**src/hdl/psc_pkg.sv**
```systemverilog
// psc_pkg: shared types, constants and line tables for the PAL sync and color-bar generator.
// Used by psc_cfg_regs, psc_timing, psc_levels and pal_sync_colorbar_generator.
`timescale 1ns / 1ps
`default_nettype none

package psc_pkg;

    localparam int LINE_W  = 10;
    localparam int PIX_W   = 11;
    localparam int BIDX_W  = 4;
    localparam int BTICK_W = 8;
    localparam int CFG_ADDR_W = 3;
    localparam int CFG_DATA_W = 11;
    localparam int OUT_DATA_W = 24;

    localparam logic [CFG_ADDR_W-1:0] REG_LINE_PERIOD = 3'd0;
    localparam logic [CFG_ADDR_W-1:0] REG_HALF_LINE   = 3'd1;
    localparam logic [CFG_ADDR_W-1:0] REG_SYNC_WIDTH  = 3'd2;
    localparam logic [CFG_ADDR_W-1:0] REG_EQ_WIDTH    = 3'd3;
    localparam logic [CFG_ADDR_W-1:0] REG_BROAD_WIDTH = 3'd4;
    localparam logic [CFG_ADDR_W-1:0] REG_BAR_START   = 3'd5;
    localparam logic [CFG_ADDR_W-1:0] REG_BAR_WIDTH   = 3'd6;

    localparam logic [10:0] RST_LINE_PERIOD = 11'd1135;
    localparam logic [9:0]  RST_HALF_LINE   = 10'd567;
    localparam logic [7:0]  RST_SYNC_WIDTH  = 8'd83;
    localparam logic [7:0]  RST_EQ_WIDTH    = 8'd42;
    localparam logic [9:0]  RST_BROAD_WIDTH = 10'd530;
    localparam logic [10:0] RST_BAR_START   = 11'd185;
    localparam logic [7:0]  RST_BAR_WIDTH   = 8'd116;

    localparam logic [LINE_W-1:0] RST_LINE_COUNT = 10'd5;
    localparam logic [BIDX_W-1:0] BAR_FIRST = 4'd1;
    localparam logic [BIDX_W-1:0] BAR_LAST  = 4'd8;
    localparam logic [BIDX_W-1:0] BAR_DONE  = 4'd9;

    typedef enum logic [2:0] {
        KIND_NONE,
        KIND_SYNC,
        KIND_EQ,
        KIND_BROAD,
        KIND_IMAGE
    } kind_t;

    typedef struct packed {
        logic [10:0] line_period;
        logic [9:0]  half_line;
        logic [7:0]  sync_width;
        logic [7:0]  eq_width;
        logic [9:0]  broad_width;
        logic [10:0] bar_start;
        logic [7:0]  bar_width;
    } cfg_t;

    typedef struct packed {
        logic [PIX_W-1:0]   pixel_count;
        logic [LINE_W-1:0]  line_count;
        logic               vsync;
        logic               parity;
        logic [BIDX_W-1:0]  bar_index;
        logic [BTICK_W-1:0] bar_tick;
    } timing_t;

    // kind of the first half of the line following line l
    function automatic kind_t next_line_kind(input logic [LINE_W-1:0] l);
        kind_t k;
        if (l inside {[10'd0:10'd1]})          k = KIND_BROAD;
        else if (l inside {[10'd2:10'd3]})     k = KIND_EQ;
        else if (l inside {[10'd4:10'd21]})    k = KIND_SYNC;
        else if (l inside {[10'd22:10'd308]})  k = KIND_IMAGE;
        else if (l inside {[10'd309:10'd311]}) k = KIND_EQ;
        else if (l inside {[10'd312:10'd313]}) k = KIND_BROAD;
        else if (l inside {[10'd314:10'd316]}) k = KIND_EQ;
        else if (l inside {[10'd317:10'd333]}) k = KIND_SYNC;
        else if (l inside {[10'd334:10'd621]}) k = KIND_IMAGE;
        else if (l inside {[10'd622:10'd623]}) k = KIND_EQ;
        else                                   k = KIND_BROAD;
        return k;
    endfunction

    // kind of the second half of line l
    function automatic kind_t half_kind(input logic [LINE_W-1:0] l);
        kind_t k;
        if (l inside {[10'd0:10'd1]})          k = KIND_BROAD;
        else if (l inside {[10'd2:10'd4]})     k = KIND_EQ;
        else if (l inside {[10'd5:10'd309]})   k = KIND_NONE;
        else if (l inside {[10'd310:10'd311]}) k = KIND_EQ;
        else if (l inside {[10'd312:10'd314]}) k = KIND_BROAD;
        else if (l inside {[10'd315:10'd316]}) k = KIND_EQ;
        else if (l inside {[10'd317:10'd621]}) k = KIND_NONE;
        else                                   k = KIND_EQ;
        return k;
    endfunction

    // kind of the first half of line l; last_line is the frame's final line
    function automatic kind_t first_kind(input logic [LINE_W-1:0] l,
                                         input logic [LINE_W-1:0] last_line);
        logic [LINE_W-1:0] prev;
        prev = (l == '0) ? last_line : l - 10'd1;
        return next_line_kind(prev);
    endfunction

    // white, yellow, cyan, green, magenta, red, blue, black
    function automatic logic [2:0] bar_colour(input logic [2:0] idx);
        logic [2:0] c;
        case (idx)
            3'd0:    c = 3'h7;
            3'd1:    c = 3'h6;
            3'd2:    c = 3'h3;
            3'd3:    c = 3'h2;
            3'd4:    c = 3'h5;
            3'd5:    c = 3'h4;
            3'd6:    c = 3'h1;
            default: c = 3'h0;
        endcase
        return c;
    endfunction

endpackage

`default_nettype wire

```
**src/hdl/psc_cfg_regs.sv**
```systemverilog
// psc_cfg_regs: configuration register file for the sync generator.
// Depends on psc_pkg.
`timescale 1ns / 1ps
`default_nettype none

module psc_cfg_regs
(
    input  wire logic                              clk,
    input  wire logic                              rst_n,
    input  wire logic                              cfg_valid,
    output logic                                   cfg_ready,
    input  wire logic [psc_pkg::CFG_ADDR_W-1:0]    cfg_addr,
    input  wire logic [psc_pkg::CFG_DATA_W-1:0]    cfg_data,
    output psc_pkg::cfg_t                          cfg
);

    psc_pkg::cfg_t cfg_reg;
    psc_pkg::cfg_t cfg_next;
    logic          wr;

    assign cfg_ready = 1'b1;
    assign wr        = cfg_valid & cfg_ready;
    assign cfg       = cfg_reg;

    always_comb
    begin
        cfg_next = cfg_reg;
        if (wr)
        begin
            case (cfg_addr)
                psc_pkg::REG_LINE_PERIOD: cfg_next.line_period = cfg_data;
                psc_pkg::REG_HALF_LINE:   cfg_next.half_line   = cfg_data[9:0];
                psc_pkg::REG_SYNC_WIDTH:  cfg_next.sync_width  = cfg_data[7:0];
                psc_pkg::REG_EQ_WIDTH:    cfg_next.eq_width    = cfg_data[7:0];
                psc_pkg::REG_BROAD_WIDTH: cfg_next.broad_width = cfg_data[9:0];
                psc_pkg::REG_BAR_START:   cfg_next.bar_start   = cfg_data;
                psc_pkg::REG_BAR_WIDTH:   cfg_next.bar_width   = cfg_data[7:0];
                default:                  cfg_next = cfg_reg;
            endcase
        end
    end

    always_ff @(posedge clk or negedge rst_n)
    begin
        if (!rst_n)
        begin
            cfg_reg.line_period <= psc_pkg::RST_LINE_PERIOD;
            cfg_reg.half_line   <= psc_pkg::RST_HALF_LINE;
            cfg_reg.sync_width  <= psc_pkg::RST_SYNC_WIDTH;
            cfg_reg.eq_width    <= psc_pkg::RST_EQ_WIDTH;
            cfg_reg.broad_width <= psc_pkg::RST_BROAD_WIDTH;
            cfg_reg.bar_start   <= psc_pkg::RST_BAR_START;
            cfg_reg.bar_width   <= psc_pkg::RST_BAR_WIDTH;
        end
        else
        begin
            cfg_reg <= cfg_next;
        end
    end

endmodule

`default_nettype wire

```
**src/hdl/psc_timing.sv**
```systemverilog
// psc_timing: pixel, line, field-flag and color-bar counters, advanced once per tick.
// Depends on psc_pkg.
`timescale 1ns / 1ps
`default_nettype none

module psc_timing
#(
    parameter int LINES_PER_FRAME = 625
)
(
    input  wire logic           clk,
    input  wire logic           rst_n,
    input  wire logic           adv,
    input  wire psc_pkg::cfg_t  cfg,
    output psc_pkg::timing_t    st
);

    localparam logic [psc_pkg::LINE_W-1:0] LAST_LINE =
        psc_pkg::LINE_W'(LINES_PER_FRAME - 1);
    localparam logic [psc_pkg::LINE_W:0] LPF = (psc_pkg::LINE_W + 1)'(LINES_PER_FRAME);

    psc_pkg::timing_t st_reg;
    psc_pkg::timing_t st_next;

    logic [psc_pkg::PIX_W:0]     pix_inc;
    logic                        wrap;
    logic [psc_pkg::LINE_W:0]    line_inc;
    logic [psc_pkg::BIDX_W-1:0]  idx_base;
    logic [psc_pkg::BTICK_W-1:0] tick_base;
    logic [psc_pkg::BTICK_W-1:0] tick_inc;
    logic                        image_n;

    assign st = st_reg;

    always_comb
    begin
        st_next   = st_reg;
        pix_inc   = {1'b0, st_reg.pixel_count} + 12'd1;
        wrap      = pix_inc >= {1'b0, cfg.line_period};
        line_inc  = {1'b0, st_reg.line_count} + 11'd1;
        idx_base  = st_reg.bar_index;
        tick_base = st_reg.bar_tick;
        if (wrap)
        begin
            st_next.pixel_count = '0;
            if (st_reg.line_count inside {[10'd2:10'd3], 10'd314})
                st_next.vsync = 1'b1;
            if (st_reg.line_count == 10'd311)
            begin
                st_next.vsync  = 1'b0;
                st_next.parity = 1'b0;
            end
            if (st_reg.line_count >= 10'd624)
            begin
                st_next.vsync  = 1'b0;
                st_next.parity = 1'b1;
            end
            st_next.line_count = (line_inc >= LPF) ? '0 : line_inc[psc_pkg::LINE_W-1:0];
            idx_base  = '0;
            tick_base = '0;
        end
        else
        begin
            st_next.pixel_count = pix_inc[psc_pkg::PIX_W-1:0];
        end

        image_n  = psc_pkg::first_kind(st_next.line_count, LAST_LINE) == psc_pkg::KIND_IMAGE;
        tick_inc = tick_base + 8'd1;
        st_next.bar_index = idx_base;
        st_next.bar_tick  = tick_base;
        if (!image_n || st_next.pixel_count < cfg.bar_start)
        begin
            st_next.bar_index = '0;
            st_next.bar_tick  = '0;
        end
        else if (st_next.pixel_count == cfg.bar_start)
        begin
            st_next.bar_index = psc_pkg::BAR_FIRST;
            st_next.bar_tick  = '0;
        end
        else if (idx_base >= psc_pkg::BAR_FIRST && idx_base <= psc_pkg::BAR_LAST)
        begin
            if (tick_inc >= cfg.bar_width)
            begin
                st_next.bar_tick  = '0;
                st_next.bar_index = idx_base + 4'd1;
            end
            else
            begin
                st_next.bar_tick = tick_inc;
            end
        end
    end

    always_ff @(posedge clk or negedge rst_n)
    begin
        if (!rst_n)
        begin
            st_reg.pixel_count <= '0;
            st_reg.line_count  <= psc_pkg::RST_LINE_COUNT;
            st_reg.vsync       <= 1'b1;
            st_reg.parity      <= 1'b1;
            st_reg.bar_index   <= '0;
            st_reg.bar_tick    <= '0;
        end
        else if (adv)
        begin
            st_reg <= st_next;
        end
    end

    a_bar_index_range: assert property (@(posedge clk) disable iff (!rst_n)
        st_reg.bar_index <= psc_pkg::BAR_DONE)
        else $error("bar index beyond the done code");

    a_line_in_frame: assert property (@(posedge clk) disable iff (!rst_n)
        {1'b0, st_reg.line_count} < LPF)
        else $error("line counter outside the frame");

    a_hold_without_tick: assert property (@(posedge clk) disable iff (!rst_n)
        !adv |=> $stable(st_reg))
        else $error("counters moved without a tick");

    a_wrap_moves_line: assert property (@(posedge clk) disable iff (!rst_n)
        (adv && wrap) |=> (st_reg.pixel_count == '0
                           && st_reg.line_count != $past(st_reg.line_count)))
        else $error("line end did not advance the line counter");

endmodule

`default_nettype wire

```
**src/hdl/psc_levels.sv**
```systemverilog
// psc_levels: sync level, flags and bar color for the current position, in a result register.
// Depends on psc_pkg.
`timescale 1ns / 1ps
`default_nettype none

module psc_levels
#(
    parameter int LINES_PER_FRAME = 625
)
(
    input  wire logic                            clk,
    input  wire logic                            rst_n,
    input  wire logic                            load,
    input  wire psc_pkg::cfg_t                   cfg,
    input  wire psc_pkg::timing_t                st,
    input  wire logic                            m_tready,
    output logic                                 m_tvalid,
    output logic [psc_pkg::OUT_DATA_W-1:0]       m_tdata
);

    localparam logic [psc_pkg::LINE_W-1:0] LAST_LINE =
        psc_pkg::LINE_W'(LINES_PER_FRAME - 1);

    psc_pkg::kind_t k_first;
    psc_pkg::kind_t k_half;
    psc_pkg::kind_t k_sel;
    logic [9:0]     pulse_w;
    logic [10:0]    pos;
    logic           low;
    logic           image;
    logic [2:0]     rgb;

    logic                            m_tvalid_reg;
    logic                            m_tvalid_next;
    logic [psc_pkg::OUT_DATA_W-1:0]  m_tdata_reg;
    logic [psc_pkg::OUT_DATA_W-1:0]  m_tdata_next;

    always_comb
    begin
        k_first = psc_pkg::first_kind(st.line_count, LAST_LINE);
        k_half  = psc_pkg::half_kind(st.line_count);
        image   = k_first == psc_pkg::KIND_IMAGE;
        if (st.pixel_count < {1'b0, cfg.half_line})
        begin
            k_sel = k_first;
            pos   = st.pixel_count;
        end
        else
        begin
            k_sel = k_half;
            pos   = st.pixel_count - {1'b0, cfg.half_line};
        end
        case (k_sel)
            psc_pkg::KIND_EQ:    pulse_w = {2'b00, cfg.eq_width};
            psc_pkg::KIND_BROAD: pulse_w = cfg.broad_width;
            psc_pkg::KIND_NONE:  pulse_w = '0;
            default:             pulse_w = {2'b00, cfg.sync_width};
        endcase
        low = pos < {1'b0, pulse_w};

        if (image && st.bar_index >= psc_pkg::BAR_FIRST && st.bar_index <= psc_pkg::BAR_LAST)
            rgb = psc_pkg::bar_colour(3'(st.bar_index - 4'd1));
        else
            rgb = 3'h0;
    end

    always_comb
    begin
        m_tvalid_next = m_tvalid_reg;
        m_tdata_next  = m_tdata_reg;
        if (load)
        begin
            m_tvalid_next = 1'b1;
            m_tdata_next  = {7'd0, image, st.line_count, rgb, st.parity, st.vsync, ~low};
        end
        else if (m_tready)
        begin
            m_tvalid_next = 1'b0;
        end
    end

    always_ff @(posedge clk or negedge rst_n)
    begin
        if (!rst_n)
            m_tvalid_reg <= 1'b0;
        else
            m_tvalid_reg <= m_tvalid_next;
    end

    always_ff @(posedge clk)
    begin
        m_tdata_reg <= m_tdata_next;
    end

    assign m_tvalid = m_tvalid_reg;
    assign m_tdata  = m_tdata_reg;

    a_load_shows: assert property (@(posedge clk) disable iff (!rst_n)
        load |=> m_tvalid)
        else $error("loaded result not presented");

    a_rgb_needs_image: assert property (@(posedge clk) disable iff (!rst_n)
        (load && !image) |=> m_tdata[5:3] == 3'h0 && m_tdata[16] == 1'b0)
        else $error("color on a non-image line");

    a_pad_zero: assert property (@(posedge clk) disable iff (!rst_n)
        load |=> m_tdata[psc_pkg::OUT_DATA_W-1:17] == '0)
        else $error("padding bits set");

endmodule

`default_nettype wire

```
**src/hdl/pal_sync_colorbar_generator.sv**
```systemverilog
// pal_sync_colorbar_generator: PAL 625-line composite sync and color-bar generator, top level.
// Depends on psc_pkg, psc_cfg_regs, psc_timing and psc_levels.
//
// Usage:
//   s_* carries one tick item per transfer; s_tdata[0] = 1 advances the
//   pixel/line counters by one clock, 0 holds them. Every accepted item
//   produces exactly one result on m_*, describing the position before
//   the advance. cfg_* writes one of seven timing registers (index in
//   cfg_addr, value in cfg_data); the user must write only while the
//   stream is idle, which the block itself leaves unenforced; cfg_ready is always high.
//   The result is registered and valid in the cycle after the input transfer.
//   Throughput: one item per cycle; the result register frees up in the
//   same cycle it is taken, so s_tready = !m_tvalid || m_tready.
//   Stall: if m_tready is low with a result held, s_tready drops and the
//   counters stop until the result is taken.
//   Reset: registers return to PAL defaults, line counter to 5, pixel 0,
//   both flags high, no result pending.
`timescale 1ns / 1ps
`default_nettype none

module pal_sync_colorbar_generator
#(
    parameter int LINES_PER_FRAME = 625
)
(
    input  wire logic                              clk,
    input  wire logic                              rst_n,
    input  wire logic                              s_tvalid,
    output logic                                   s_tready,
    input  wire logic [7:0]                        s_tdata,   // [0] tick
    output logic                                   m_tvalid,
    input  wire logic                              m_tready,
    // [0] csync, [1] vsync_flag, [2] even_odd, [5:3] rgb, [15:6] line_number,
    // [16] image_line, [23:17] zero
    output logic [psc_pkg::OUT_DATA_W-1:0]         m_tdata,
    input  wire logic                              cfg_valid,
    output logic                                   cfg_ready,
    input  wire logic [psc_pkg::CFG_ADDR_W-1:0]    cfg_addr,
    input  wire logic [psc_pkg::CFG_DATA_W-1:0]    cfg_data
);

    psc_pkg::cfg_t    cfg;
    psc_pkg::timing_t st;
    logic             in_xfer;
    logic             adv;

    assign s_tready = ~m_tvalid | m_tready;
    assign in_xfer  = s_tvalid & s_tready;
    assign adv      = in_xfer & s_tdata[0];

    psc_cfg_regs u_cfg
    (
        .clk       (clk),
        .rst_n     (rst_n),
        .cfg_valid (cfg_valid),
        .cfg_ready (cfg_ready),
        .cfg_addr  (cfg_addr),
        .cfg_data  (cfg_data),
        .cfg       (cfg)
    );

    psc_timing #(.LINES_PER_FRAME(LINES_PER_FRAME)) u_timing
    (
        .clk   (clk),
        .rst_n (rst_n),
        .adv   (adv),
        .cfg   (cfg),
        .st    (st)
    );

    psc_levels #(.LINES_PER_FRAME(LINES_PER_FRAME)) u_levels
    (
        .clk      (clk),
        .rst_n    (rst_n),
        .load     (in_xfer),
        .cfg      (cfg),
        .st       (st),
        .m_tready (m_tready),
        .m_tvalid (m_tvalid),
        .m_tdata  (m_tdata)
    );

endmodule

`default_nettype wire

```
**config.mk**
```make
export PLATFORM = sky130hd
export DESIGN_NAME = pal_sync_colorbar_generator
export DESIGN_NICKNAME = d
export VERILOG_FILES = /design/src/hdl/psc_pkg.sv /design/src/hdl/psc_cfg_regs.sv /design/src/hdl/psc_timing.sv /design/src/hdl/psc_levels.sv /design/src/hdl/pal_sync_colorbar_generator.sv
export SDC_FILE = /design/constraint.sdc
export NUM_CORES = 1
export LEC_CHECK = 0
export ABC_AREA = 1
export BUFFER_PORTS_ARGS = -buffer_cell sky130_fd_sc_hd__buf_2
export CELL_PAD_IN_SITES_DETAIL_PLACEMENT = 0
export CELL_PAD_IN_SITES_GLOBAL_PLACEMENT = 1
export CORE_ASPECT_RATIO = 1.2
export CORE_MARGIN = 5
export CORE_UTILIZATION = 46
export CTS_BUF_LIST = sky130_fd_sc_hd__clkbuf_8
export CTS_CLUSTER_DIAMETER = 100
export DETAILED_ROUTE_END_ITERATION = 8
export PLACE_DENSITY_LB_ADDON = 0.1
export SLEW_MARGIN = 20
export SYNTH_ARGS = -nofsm -noshare
export SYNTH_HDL_FRONTEND = slang
export SYNTH_SLANG_ARGS = --single-unit
```
**constraint.sdc**
```tcl
create_clock -name clk -period 6.4 [get_ports clk]
set_clock_uncertainty 0.2 [all_clocks]
set_input_delay 1.28 -clock clk [delete_from_list [all_inputs] [get_ports clk]]
set_output_delay 1.28 -clock clk [all_outputs]
set_load 0.05 [all_outputs]
```
==> run_results.csv <==
group,metric,value,unit
outcome,status,"finished, final reports clean",
place,hpwl,17.5,mm
synth,synthCells,1303,
layout,num_antenna_cells,0,
floorplan,initial_utilization,46.5,%
synth,ys_ff_latch,119,
setup_path,critPathMaxFanout,7,
detailed_routing,wl,23.2,mm
floorplan,io_pins,54,
power,p_leak,5.10,nW
sta,setup_violations,0,
clock_tree,path_clk_slew,0.08,ns
min_path,hold_path_class,"reg2reg",
floorplan,rows,56,
setup_path,crit_top_cell,"inv_1",
grt,busiest_layer,"met2",
grt,grt-ovfl-total,0,
detailed_routing,drtIter0Drc,469,
grt,grt_pass1_vias,7750,
layout,final-seq-area,3110,sq um
detailed_routing,wl_per_cell,14.4,um
sta,maxSlewHeadroom,42.7,%
synth,synth_ff_type,"dfrtp_1",
grt,grt_pass1_wl,38.5,mm
clock_tree,root_buffer,"clkbuf_8",
detailed_routing,viasPerCell,5.01,
detailed_routing,dr.pass1.iters,5,
synth,ys_types,51,
sta,setup_tns,0,ns
synth,synth_edf_count,17,
setup_path,max_stage_delay,0.43,ns
place,gp_congestion,0.855,
power,vdd_drop_max,0.000298,V
setup_path,cp.required,6.58,ns
layout,largest_reg_flops,66,
layout,syn_to_final_growth,8.91,%
power,p_sw_share,53.7,%
synth,ys_seq_area_share,34.4,%
setup_path,crit_type,"reg2reg",
setup_path,endpoint_kind,"flop",
power,netSwitchingPower,2.98,mW
clock_tree,clock_latency,0.44,ns
floorplan,coreArea,19400,sq um
grt,grtUsageMet2,36.9,%
power,power_frac_clock,13.6,%
power,power_density,563,nW/um^2
grt,use_met3,3.11,%
sta,slew_viol_final,0,
synth,ys_warn_count,0,
grt,grt_max_degree,59,
job,cap_violations,0,
sta,fmaxAchievable,0.176,GHz
clock_tree,clock-sinks,119,
place,io_buffer_count,38,
sta,grt_setup_unrepaired,"no",
layout,fin_nets,1427,
detailed_routing,ant_nets,0,
setup_path,cp_data_arrival_time,5.86,ns
synth,synth_top_family_by_area,"simple AND/OR/NAND/NOR gates",
synth,synth_fa_ha_area_share,9.51,%
power,p_int,2.56,mW
setup_path,crit_slowest_cell,"dfrtp_1",
power,p_seq_share,19.2,%
clock_tree,htree_levels,4,
floorplan,die_h,163,um
sta,min_period,5.68,ns
floorplan,dieWidth,138,um
synth,synth_xor_area_share,2.04,%
layout,multi_input_comb_area,4980,sq um
synth,synthMuxAreaShare,0,%
synth,avgSynthCellArea,6.93,sq um
grt,antenna_found_initial,0,
synth,synthArstFlopShare,85.7,%
detailed_routing,drc_errors,0,
synth,synth_compound_area_share,12.6,%
sta,min_period_over_period,88.8,%
synth,synth-simple-area-share,30.6,%
layout,fillers,2031,
grt,grtUsageMet1,27.8,%
grt,track_usage,21.4,%
floorplan,dieArea,22500,sq um
layout,final_util,50.7,%
setup_path,startpoint_type,"flop",
power,power.share.combinational,67.2,%
sta,tightest_slew,0.858,ns
synth,netlist_area,9030,sq um
clock_tree,postCtsSetupRepairBufs,0,
clock_tree,cts_tree,"built",
sta,hold_violations,0,
clock_tree,cts_buffers,17,
clock_tree,clock_path_buffers,2,
layout,drive_gt1_share,11.7,%
detailed_routing,vias,8044,
[layout by cell type (no fill, tap or decap), types with 19 or more instances in the layout]
master,count
nand2_1,370
inv_1,190
o21ai_0,127
nor2_1,117
nand3_1,84
ha_1,67
dfrtp_1,66
buf_2,37
dfstp_2,36
a21oi_1,33
clkbuf_8,19
[critical path, delay by kind of cell, from the launching register on]
kind,cells,cell delay (ns)
simple gates,14,1.57
compound gates,11,1.51
buf+inv,12,1.03
fa+ha+maj,3,0.67
flops,1,0.43
xor+xnor,1,0.20
[power groups by stage]
| stage | logic (mW) | clock network [mW] | registers [mW] |
|---|---|---|---|
| after floorplan | 2.86 | 0 | 1.10 |
| after global placement | 3.72 | 0 | 1.08 |
| after detailed placement | 3.74 | 0 | 1.08 |
| after CTS | 3.76 | 0.773 | 1.06 |
| after global routing | 4.31 | 0.808 | 1.08 |
| final | 3.72 | 0.753 | 1.06 |
[per-layer routing]
metal | wire length [um] | vias up
met5 | 0 | -
met4 | 544 | 0
met3 | 717 | 27
met2 | 11200 | 146
met1 | 10700 | 3637
li1 | - | 4234
[worst paths after layout]
path / start / end / slack (ns) / cells past startpoint
worst max-delay path: u_timing.st[25] / u_timing.st[5] / 0.72 / 41
max in group asynchronous: rst_n / u_cfg.cfg[22] / 4.19 / 2
worst min register to register: u_timing.st[12] / u_timing.st[12] / 0.27 / 2
worst min-delay path: u_timing.st[12] / u_timing.st[12] / 0.27 / 2
worst max register to register: u_timing.st[25] / u_timing.st[5] / 0.72 / 41
min in group asynchronous: rst_n / u_timing.st[20] / 0.66 / 1
[final cells by class]
type | instances | area share (%)
multi-input combinational | 951 | 50.6
tap | 261 | 3.32
timing repair buffer | 46 | 2.57
clock inverter | 13 | 1.69
clock buffer | 19 | 2.66
inverter | 197 | 7.52
sequential | 119 | 31.6
[per-stage QoR]
stage	cell area, sq um	hold WS [ns]	power [mW]	setup slack, ns	std cells
after CTS	9830	0.269	5.60	0.658	1606
after detailed placement	9400	0.260	4.82	0.703	1574
final	9830	0.270	5.54	0.719	1606
after global placement	9400	0.254	4.80	0.721	1574
after global routing	9830	0.287	6.20	0.0432	1606
after floorplan	9050	0.220	3.96	1.16	1309
[logic make-up (layout without fill, tap and decap cells)]
logic type                 count (synthesis)  in the layout
AOI/OAI and AO/OA                        205            205
xor gates and xnor gates                  21             21
adders and majority gates                 68             68
buffers and inverters                    239            275
DFF                                      119            119
other                                      2              8
and+or+nand+nor                          649            649
[cell usage after synthesis, types with 6 or more instances]
master	n	share of area, %
buf_4	8	0.67
nor3_1	17	0.94
edfxtp_1	17	5.7
nor2_2	8	0.55
o21ai_0	127	7.0
buf_2	7	0.39
nand2_2	10	0.69
nand3_1	84	4.7
clkbuf_1	20	0.83
nand3_2	6	0.67
a21oi_1	33	1.8
nand2_1	371	15
nand4_1	17	1.2
ha_1	67	9.3
dfstp_2	36	10
dfrtp_1	66	18
o21a_1	8	0.67
inv_2	6	0.25
nor2_1	117	4.9
inv_1	190	7.9
xor2_1	17	1.6
[what timing repair did]
action                     in CTS  in global routing
gates resized for setup         0                  1
setup endpoints to repair       0                  2
hold buffers                    0                  0
Note: power is estimated with default switching activity, not from simulation.
